File: src/hw/rtl/aqsd_pkg.sv
// ----------------------------------------------------------------------------
// aqsd_pkg
// Types and character constants for the AT command quoted string decoder.
// ----------------------------------------------------------------------------
package aqsd_pkg;

  typedef struct packed {
    logic [7:0] char_byte;
    logic       field_start;
    logic       line_end;
  } in_t;

  typedef struct packed {
    logic       data_valid;
    logic [7:0] data_byte;
    logic       field_done;
    logic       field_status;
    logic [8:0] decoded_count;
    logic       byte_consumed;
  } out_t;

  localparam logic [2:0] PH_IDLE  = 3'd0;
  localparam logic [2:0] PH_QUOTE = 3'd1;
  localparam logic [2:0] PH_ESC1  = 3'd2;
  localparam logic [2:0] PH_ESC2  = 3'd3;
  localparam logic [2:0] PH_AFTER = 3'd4;

  localparam logic [7:0] CH_COMMA  = 8'h2C;
  localparam logic [7:0] CH_SEMI   = 8'h3B;
  localparam logic [7:0] CH_DQUOTE = 8'h22;
  localparam logic [7:0] CH_BSLASH = 8'h5C;
  localparam logic [7:0] CH_0      = 8'h30;
  localparam logic [7:0] CH_9      = 8'h39;
  localparam logic [7:0] CH_LC_A   = 8'h61;
  localparam logic [7:0] CH_LC_F   = 8'h66;
  localparam logic [7:0] CH_UC_A   = 8'h41;
  localparam logic [7:0] CH_UC_F   = 8'h46;

  localparam logic [7:0] MAX_LEN_RESET = 8'd16;
  localparam logic [8:0] COUNT_SAT     = 9'd256;

  typedef struct packed {
    logic       ok;
    logic [3:0] value;
  } hex_t;

  function automatic hex_t hex_digit(input logic [7:0] c);
    hex_t       h;
    logic [7:0] d;
    h = '0;
    d = '0;
    if (c >= CH_0 && c <= CH_9) begin
      d = c - CH_0;
      h.ok = 1'b1;
    end else if (c >= CH_LC_A && c <= CH_LC_F) begin
      d = c - CH_LC_A + 8'd10;
      h.ok = 1'b1;
    end else if (c >= CH_UC_A && c <= CH_UC_F) begin
      d = c - CH_UC_A + 8'd10;
      h.ok = 1'b1;
    end
    h.value = d[3:0];
    return h;
  endfunction

endpackage

File: src/hw/rtl/at_quoted_string_decoder.sv
// ----------------------------------------------------------------------------
// at_quoted_string_decoder
// Streaming decoder for one quoted string parameter of an AT command line.
//
//   Channel   Signals                          Transfer when
//   input     in_valid, in_ready, in_data      in_valid && in_ready
//   result    out_valid, out_ready, out_data   out_valid && out_ready
//   config    cfg_we, cfg_wdata                cfg_we
//
// One byte is taken per cycle; its result appears in the output register on
// the following cycle. The output register is the only pipeline stage, so
// input is held off only while a result waits and out_ready is low.
// Reset restores the idle phase, a zero count and a limit of 16 bytes.
// ----------------------------------------------------------------------------
module at_quoted_string_decoder
  import aqsd_pkg::*;
(
  input  logic       clk,
  input  logic       rst,
  input  logic       in_valid,
  output logic       in_ready,
  input  in_t        in_data,
  output logic       out_valid,
  input  logic       out_ready,
  output out_t       out_data,
  input  logic       cfg_we,
  input  logic [7:0] cfg_wdata
);

  logic [7:0] max_string_length;
  logic       step;
  out_t       result;

  assign in_ready = !out_valid || out_ready;
  assign step     = in_valid && in_ready;

  always_ff @(posedge clk) begin
    if (rst) begin
      max_string_length <= MAX_LEN_RESET;
    end else if (cfg_we) begin
      max_string_length <= cfg_wdata;
    end
  end

  aqsd_decode u_decode (
    .clk    (clk),
    .rst    (rst),
    .step   (step),
    .item   (in_data),
    .limit  (max_string_length),
    .result (result)
  );

  always_ff @(posedge clk) begin
    if (rst) begin
      out_valid <= 1'b0;
    end else if (step) begin
      out_valid <= 1'b1;
    end else if (out_ready) begin
      out_valid <= 1'b0;
    end
  end

  always_ff @(posedge clk) begin
    if (step) begin
      out_data <= result;
    end
  end

`ifndef SYNTH
  a_data_not_done: assert property (@(posedge clk) disable iff (rst)
    out_valid |-> !(out_data.data_valid && out_data.field_done))
    else $error("A decoded byte was reported together with field completion.");

  a_status_with_done: assert property (@(posedge clk) disable iff (rst)
    (out_valid && out_data.field_status) |-> out_data.field_done)
    else $error("Error status reported without field completion.");

  a_data_consumed: assert property (@(posedge clk) disable iff (rst)
    (out_valid && out_data.data_valid) |-> out_data.byte_consumed)
    else $error("A decoded byte came from a byte that was not consumed.");

  a_data_zero: assert property (@(posedge clk) disable iff (rst)
    (out_valid && !out_data.data_valid) |-> (out_data.data_byte == 8'd0))
    else $error("Data byte is not zero while no byte is delivered.");

  a_start_count: assert property (@(posedge clk) disable iff (rst)
    (step && in_data.field_start) |=> (out_data.decoded_count == 9'd0))
    else $error("Count not cleared on the first byte of a field.");
`endif

endmodule

File: src/hw/rtl/aqsd_decode.sv
// ----------------------------------------------------------------------------
// aqsd_decode
// Phase machine, escape nibble and byte count; forms the result of one byte.
// ----------------------------------------------------------------------------
module aqsd_decode
  import aqsd_pkg::*;
(
  input  logic       clk,
  input  logic       rst,
  input  logic       step,
  input  in_t        item,
  input  logic [7:0] limit,
  output out_t       result
);

  logic [2:0] phase;
  logic [2:0] phase_next;
  logic [3:0] high_nibble;
  logic [3:0] high_nibble_next;
  logic [8:0] byte_count;
  logic [8:0] byte_count_next;

  hex_t       hex;
  logic       emit;
  logic [7:0] emit_byte;
  logic [8:0] count_inc;

  always_comb begin
    hex              = hex_digit(item.char_byte);
    count_inc        = (byte_count < COUNT_SAT) ? byte_count + 9'd1 : byte_count;
    phase_next       = phase;
    high_nibble_next = high_nibble;
    byte_count_next  = byte_count;
    emit             = 1'b0;
    emit_byte        = '0;
    result           = '0;

    if (item.field_start) begin
      byte_count_next  = '0;
      high_nibble_next = '0;
      phase_next       = PH_IDLE;
      result.field_done = 1'b1;
      if (item.line_end) begin
        result.field_done = 1'b1;
      end else if (item.char_byte == CH_COMMA) begin
        result.byte_consumed = 1'b1;
      end else if (item.char_byte == CH_SEMI) begin
        result.field_done = 1'b1;
      end else if (item.char_byte == CH_DQUOTE) begin
        result.byte_consumed = 1'b1;
        result.field_done    = 1'b0;
        phase_next           = PH_QUOTE;
      end else begin
        result.field_status = 1'b1;
      end
    end else begin
      unique case (phase) inside
        PH_QUOTE, PH_ESC1, PH_ESC2: begin
          if (item.line_end) begin
            result.field_done   = 1'b1;
            result.field_status = 1'b1;
            phase_next          = PH_IDLE;
          end else begin
            result.byte_consumed = 1'b1;
            if (phase == PH_QUOTE) begin
              if (item.char_byte == CH_DQUOTE) begin
                result.field_done = 1'b1;
                phase_next        = PH_AFTER;
              end else if (item.char_byte == CH_BSLASH) begin
                phase_next = PH_ESC1;
              end else begin
                emit      = 1'b1;
                emit_byte = item.char_byte;
              end
            end else if (phase == PH_ESC1) begin
              if (hex.ok) begin
                high_nibble_next = hex.value;
                phase_next       = PH_ESC2;
              end else begin
                result.field_done   = 1'b1;
                result.field_status = 1'b1;
                phase_next          = PH_IDLE;
              end
            end else begin
              if (hex.ok) begin
                emit      = 1'b1;
                emit_byte = {high_nibble, hex.value};
              end else begin
                result.field_done   = 1'b1;
                result.field_status = 1'b1;
                phase_next          = PH_IDLE;
              end
            end
            if (emit) begin
              byte_count_next = count_inc;
              if (count_inc > {1'b0, limit}) begin
                result.field_done   = 1'b1;
                result.field_status = 1'b1;
                phase_next          = PH_IDLE;
              end else begin
                result.data_valid = 1'b1;
                result.data_byte  = emit_byte;
                phase_next        = PH_QUOTE;
              end
            end
          end
        end
        PH_AFTER: begin
          result.byte_consumed = !item.line_end && (item.char_byte == CH_COMMA);
          phase_next           = PH_IDLE;
        end
        default: begin
          phase_next = PH_IDLE;
        end
      endcase
    end

    result.decoded_count = byte_count_next;
  end

  always_ff @(posedge clk) begin
    if (rst) begin
      phase       <= PH_IDLE;
      high_nibble <= '0;
      byte_count  <= '0;
    end else if (step) begin
      phase       <= phase_next;
      high_nibble <= high_nibble_next;
      byte_count  <= byte_count_next;
    end
  end

`ifndef SYNTH
  a_phase_legal: assert property (@(posedge clk) disable iff (rst)
    step |=> (phase == PH_IDLE || phase == PH_QUOTE || phase == PH_ESC1 ||
              phase == PH_ESC2 || phase == PH_AFTER))
    else $error("Decoder phase left the defined codes.");
`endif

endmodule
File: config.mk
export PLATFORM = sky130hd
export DESIGN_NAME = at_quoted_string_decoder
export DESIGN_NICKNAME = d
export VERILOG_FILES = /design/src/hw/rtl/aqsd_pkg.sv /design/src/hw/rtl/at_quoted_string_decoder.sv /design/src/hw/rtl/aqsd_decode.sv
export SDC_FILE = /design/constraint.sdc
export NUM_CORES = 1
export LEC_CHECK = 0
export BUFFER_PORTS_ARGS = -buffer_cell sky130_fd_sc_hd__buf_2
export CAP_MARGIN = 20
export CORE_MARGIN = 1.5
export CORE_UTILIZATION = 30
export DETAILED_ROUTE_END_ITERATION = 10
export GPL_TIMING_DRIVEN = 0
export PLACE_DENSITY = 0.58
export SETUP_SLACK_MARGIN = 0.1
export SLEW_MARGIN = 0
export SYNTH_ARGS = -nofsm -noshare
export SYNTH_HDL_FRONTEND = slang
export SYNTH_HIERARCHICAL = 1
export SYNTH_SLANG_ARGS = --single-unit
File: constraint.sdc
create_clock -name clk -period 3.7 [get_ports clk]
set_input_delay 0.555 -clock clk [delete_from_list [all_inputs] [get_ports clk]]
set_output_delay 0.555 -clock clk [all_outputs]
set_load 0.005 [all_outputs]
**After elaboration in Yosys (flattened, before gate mapping)**

Index checks and enable logic that the tools add are counted.

- Word-level logic and storage cells: 125
- Register bits: 46

- Multiplexer cells: 69
- Bitwise logic cells: 2
- Order comparisons: 8
- Add/sub/neg operators: 6
- Reductions and logical operators: 17
- Eq/ne operators: 12

Operators by type and width:

| kind | number |
|---|---|
| 9-bit two-way mux | 6 |
| 8-bit two-way mux | 5 |
| 3-bit two-way mux | 12 |
| 4-bit two-way mux | 9 |
| 1-bit two-way mux | 28 |
| 8-bit by 6-bit == test with 1-bit output (second input constant) | 3 |
| 8-bit by 7-bit greater-or-equal comparator with 1-bit output (second input constant) | 2 |
| 8-bit by 7-bit <= comparator with 1-bit output (second input constant) | 2 |
| 2-bit two-way mux | 7 |
| 4-bit by 1-bit subtractor with 4-bit output (second input constant) | 3 |
| 11-bit two-way mux | 1 |
| 9-bit by 1-bit adder with 9-bit output (second input constant) | 1 |
| 9-bit by 8-bit > comparator with 1-bit output | 1 |
| 9-bit less-than comparator (second input constant) | 1 |
| 4-bit adder (second input constant) | 2 |
| 8-bit by 7-bit == test with 1-bit output (second input constant) | 1 |
| 8-bit by 6-bit greater-or-equal comparator with 1-bit output (second input constant) | 1 |
| 8-bit by 6-bit <= comparator with 1-bit output (second input constant) | 1 |
| 2-bit nonzero test | 4 |
| 7-bit by 6-bit != test with 1-bit output (second input constant) | 1 |
| 7-bit != test (second input constant) | 1 |
| 3-bit by 2-bit == test with 1-bit output (second input constant) | 2 |
| 6-bit AND reduction | 1 |
| 1-bit logical AND | 5 |
| other kinds (12) | 14 |

**Depth between registers and ports, before layout**

- Depth after elaboration: 15
- Gate-level depth with buffers: 11
- Depth with buffers taken out: 10

**Cells and area by module**

Netlist, hierarchy kept.

Modules (own cells, without submodules):

| module | cells each | area an instance (µm²) | instances | seq. area each (µm²) |
|---|---|---|---|---|
| aqsd_decode | 269 | 1955.6 | 1 | 320.3 |
| at_quoted_string_decoder | 52 | 962.2 | 1 | 810.8 |

**Worst setup path after synthesis**

Ideal clock, no wire load.

- Path kind: flip-flop to flip-flop
- Start point: reg u_decode.byte_count[0]
- End point: reg out_data[12] (netlist bit) (data pin)
- Cell stages (with the launch flop): 11
- Data arrival time: 2.431 ns
- Data required time: 3.548 ns
- Setup time: 0.152 ns
- Buffers on the path: 0
- Period minus slack after synthesis: 2.583 ns
- Path slack: 1.117 ns
- Cells stage by stage: dfxtp_1 -> ha_1 -> nand4b_1 -> nor2_1 -> xor2_1 -> ha_1 -> and3_1 -> or3b_2 -> o211ai_1 -> o2111ai_2 -> a21oi_1

- Cells in the longest elaborated chain, start to end: 4
- Elaborated cells on any way between the ends: 5

Ends and longest elaborated chain:

| element | RTL line | source |
|---|---|---|
| start: declaration | aqsd_decode.sv:20 | `logic [8:0] byte_count;` |
| start signal: assignment | aqsd_decode.sv:129 | `byte_count <= byte_count_next;` |
| 9-bit by 1-bit adder with 9-bit output / 9-bit less-than comparator (equally long branches) | aqsd_decode.sv:30 | `count_inc = (byte_count < COUNT_SAT) ? byte_count + 9'd1 : byte_count;` |
| 9-bit two-way mux * | aqsd_decode.sv:30 |  |
| 9-bit by 8-bit > comparator with 1-bit output * | aqsd_decode.sv:96 | `if (count_inc > {1'b0, limit}) begin` |
| 5-bit OR reduction (no line) * | - |  |
| end signal: assignment | at_quoted_string_decoder.sv:66 | `out_data <= result;` |
| end: declaration | at_quoted_string_decoder.sv:25 | `output out_t out_data,` |

Every way passes the cells marked *; elsewhere a longest branch is shown, timed or not.
A chain may end at the register's enable or synchronous reset.

**Worst setup path after layout**

Ends and elaborated chain as after synthesis.

==> metrics list <==
- In this run, CTS created clock tree buffers numbering 5.
- Dividing the detail-routed wire length by the instance count gives 14.36 um.
* Final antenna diode count: 0
- The share of the Yosys chip area taken by registers is 0.3877.
* Overall die width: 101.6 um
* Post-synthesis net count: 357
- IR analysis of the VDD net gives a maximum drop of 132.7 uV.
- Sequential share of power: 0.564
* Clk network pwr share: 0.319
* Pin count of the biggest net entering global routing: 24
- TritonCTS clock tree: yes
- The via count of the first global-routing pass came to 2,445.
* Min setup slack post-route: 535.6 ps
- Critical path required time: 3840 ps
- Global routing finished with a remaining overflow of 0.
* Minimum setup slack after placement: 602.4 ps
- Most frequent cell after synthesis: nor2_1
- Global placer's final weighted congestion: 0.8714
- Power density normalized to cell area: 288.3 mW/mm2
- Cell internal power was estimated by the tool at 0.0007270 W.
- The total area inside the core boundary comes to 0.009328 mm2.
* Initial antenna violation count: 0
* Final cycle utilization of the critical path: 0.8552
- The pre-antenna-repair detailed-routing pass consisted of 5 iterations.
- Clock-pin slew was measured on the worst setup and hold paths at 90 ps.
- The first global-routing pass estimated 11,700 um of wire.
- Of the cells placed in the final design, the portion with a size suffix greater than 1 is 0.1838.
- Final-report max-slew violation count: 0
- Setup Fix Bufs, Post-CTS: 0
- Using the TritonRoute via totals, the vias-per-cell ratio works out to 5.271.
* Number of nets in the final layout: 405
- Hold timing on the final database bottoms out at a slack of 451.7 ps.
* Switching Share: 0.2569
- After detailed routing, the total wire length is 7166 um.
* Clock latency on the worst-skew pair: 300 ps
- In this run the cell area of the synthesized design comes to 0.002918 mm2.
- DIE HEIGHT: 101.6 um
- In the synthesized netlist, the number of instances is 321.
* Clock Tree Root: clkbuf_8
- The clock arrives with 6.185 ps of skew.
- For this run, the total global-route usage over all layers was measured as 0.1420.
- The share of total power dissipated in combinational logic is 0.116.
- The worst setup path is captured at a register.
- Post-DP HPWL: 5166 um
- Among the stages of the critical path, the cell type that occurs most often is ha_1.
- Count of maximum capacitance violations: 0
* Run status: complete, no violations
- CTS built an H-tree with a depth of 2.
- Sinks on the clock net: 46
* Seq. cell area: 0.001131 mm2
- Net Sw Power: 0.0002513 W
- Among all flip-flop cells after synthesis, the most frequent one is dfxtp_1.
- Mean instance size in the synthesized netlist: 9.090 um2
- For the pin with the worst max-slew slack, the measured transition is 962.7 ps.
- From synthesis to final layout, the design area changed by 16.29%.
- The largest single stage delay on the critical path is 490 ps.
- Share of Yosys cell area claimed by the top area cell type: 0.2161
- The filler cells instantiated in the layout total 982.
- The tightest min-delay check is of the in2reg type.
- For this design, the slowest cell found on the critical path is dfxtp_1.
- Number of ports placed on the die boundary: 46
- Critical setup path kind: reg2reg
- Multi-input gate area in the final layout: 0.001600 mm2
- The count of endpoints failing hold in the final timing report came to 0.
- Row generation in the floorplan step produced 35 rows.
* Arrival time of the worst setup path: 3310 ps
- The clock passes through at most 2 buffers.
- After synthesis, the netlist uses 62 different library cells.
* Yosys warnings: 6
- Maximum frequency from static timing analysis: 316.0 MHz
- Largest area contributor in the synthesized netlist: edfxtp_1
* Min Tclk post-route: 3164 ps
- Ranked by total cell area, the synthesized netlist is headed by edfxtp_1, dfxtp_1, ha_1.
- Number of synthesized flops with an enable pin: 21
- Setup repair after global routing left no endpoint under its margin.
- Total setup violations reported at the end of the flow: 0
* CTS hold repair buffers: 0
* # resized after CTS: 0
- The worst setup path is launched from a register.
* Leak: 1.264 nW
- Routed vias: 2,630
- In this run the remaining antenna-violating nets after routing total 0.
- Along the worst path, the maximum fanout reaches 9.
* Max-slew headroom at the worst pin: 0.3533
- Counting flops and latches in the post-synthesis netlist gives 46.
- The floorplan step defined a die boundary enclosing 0.01033 mm2.
- For this run, asynchronously set or reset flops after synthesis account for 0.
- After the first detailed-routing iteration, the DRC count stood at 209.
- Adding up every negative setup slack in the final design gives 0 ps.
* Leading post-synthesis cells by instance count: nor2_1, dfxtp_1, nand2_1, a21oi_1, edfxtp_1
- For this configuration, the core starts out at a cell density of 0.3128.
- Number of DRC violations after detailed routing: 0
- The critical path goes through ha_1 -> nand4b_1 -> nor2_1 -> xor2_1 -> ha_1 -> and3_1 -> or3b_2 -> o211ai_1 -> o2111ai_2 -> a21oi_1.
- Port Buf Inserts: 40
per-layer routing:
layer	part of all wire	GRT usage	vias up
met5	0	0	-
met4	0.016	0.04808	0
met3	0.063	0.02415	10
met2	0.44	0.2236	103
met1	0.48	0.1967	1222
li1	-	-	1295
sequential cells by signal (all words and copies together) (netlist names):
register and count:
u_decode/byte_count 9, out_valid 1, u_decode/high_nibble 4, u_decode/phase 3
out_data 21, max_string_length 8
path summary, 6_finish.rpt:
check	cells past startpoint	slack (ps)	startpoint	endpoint
hold / removal	2	450	cfg_wdata[4]	max_string_length[4]
hold reg to reg	2	460	u_decode/high_nibble[2]	u_decode/high_nibble[2]
setup reg to reg	10	540	u_decode/byte_count[0]	out_data[12]
setup / recovery	10	540	u_decode/byte_count[0]	out_data[12]
stage by stage:
step | total power (W) | instances | cell area, um2 | utilization
2_1_floorplan | 0.0006289 | 321 | 2918 | -
3_3_place_gp | 0.0006716 | 490 | 3279 | 0.3516
3_5_place_dp | 0.0006729 | 490 | 3279 | 0.3516
4_1_cts | 0.0009874 | 498 | 3366 | 0.3608
5_1_grt | 0.001020 | 499 | 3393 | 0.3638
6_report | 0.0009783 | 499 | 3393 | 0.3638
power by group through the flow:
| stage | combinational (W) | sequential (W) | clock [W] |
|---|---|---|---|
| after global placement | 0.000107 | 0.000564 | 0 |
| after CTS | 0.000109 | 0.000553 | 0.000326 |
| after detailed placement | 0.000108 | 0.000565 | 0 |
| final | 0.000114 | 0.000552 | 0.000313 |
| after floorplan | 0.0000631 | 0.000566 | 0 |
| after global routing | 0.000126 | 0.000554 | 0.000339 |
critical path, delay by kind of cell (launching register included):
family | cells | cell delay, ps
DFF | 1 | 490
adders and majority gates | 2 | 560
and+or+nand+nor | 4 | 1010
xor gates and xnor gates | 1 | 130
AOI/OAI and AO/OA | 3 | 820
cell type report:
cell class                 count  share of cell area
multi-input combinational    238              0.4716
tap                          129             0.04757
inverter                      18             0.01991
timing repair buffer          41             0.06711
buffer                        19             0.03503
sequential                    46              0.3333
clock buffer                   6             0.02139
clock inverter                 2            0.004056
kinds of logic after synthesis:
kind of cell | count (synthesis) | synth area share
AND/OR/NAND/NOR | 119 | 0.2268
AO/OA/AOI/OAI | 87 | 0.2033
flip-flops | 46 | 0.3876
buffers and inverters | 37 | 0.06389
adder cells (fa/ha/maj) | 13 | 0.05575
multiplexers | 12 | 0.04160
XOR/XNOR | 7 | 0.02101
cell usage in the layout (no fill, tap or decap), drive strengths merged, types with 3 or more instances in the layout:
cell type | synthesis | layout
xnor2 | 4 | 4
a21oi | 21 | 21
nor3 | 11 | 11
o21ai | 13 | 13
nand2b | 5 | 5
a21o | 5 | 5
clkinv | 1 | 3
nor2 | 27 | 27
nand2 | 24 | 24
or4 | 6 | 6
a31oi | 7 | 7
or3b | 3 | 3
a211o | 3 | 3
nor3b | 3 | 3
clkbuf | 12 | 18
nand3 | 9 | 9
edfxtp | 21 | 21
o211ai | 9 | 9
xor2 | 3 | 3
inv | 17 | 17
mux2i | 11 | 11
dfxtp | 25 | 25
a22oi | 6 | 6
and3 | 4 | 4
or2 | 4 | 4
nand4 | 3 | 3
or3 | 7 | 7
ha | 13 | 13
buf | 7 | 48
Note: power is estimated with default switching activity, not from simulation.
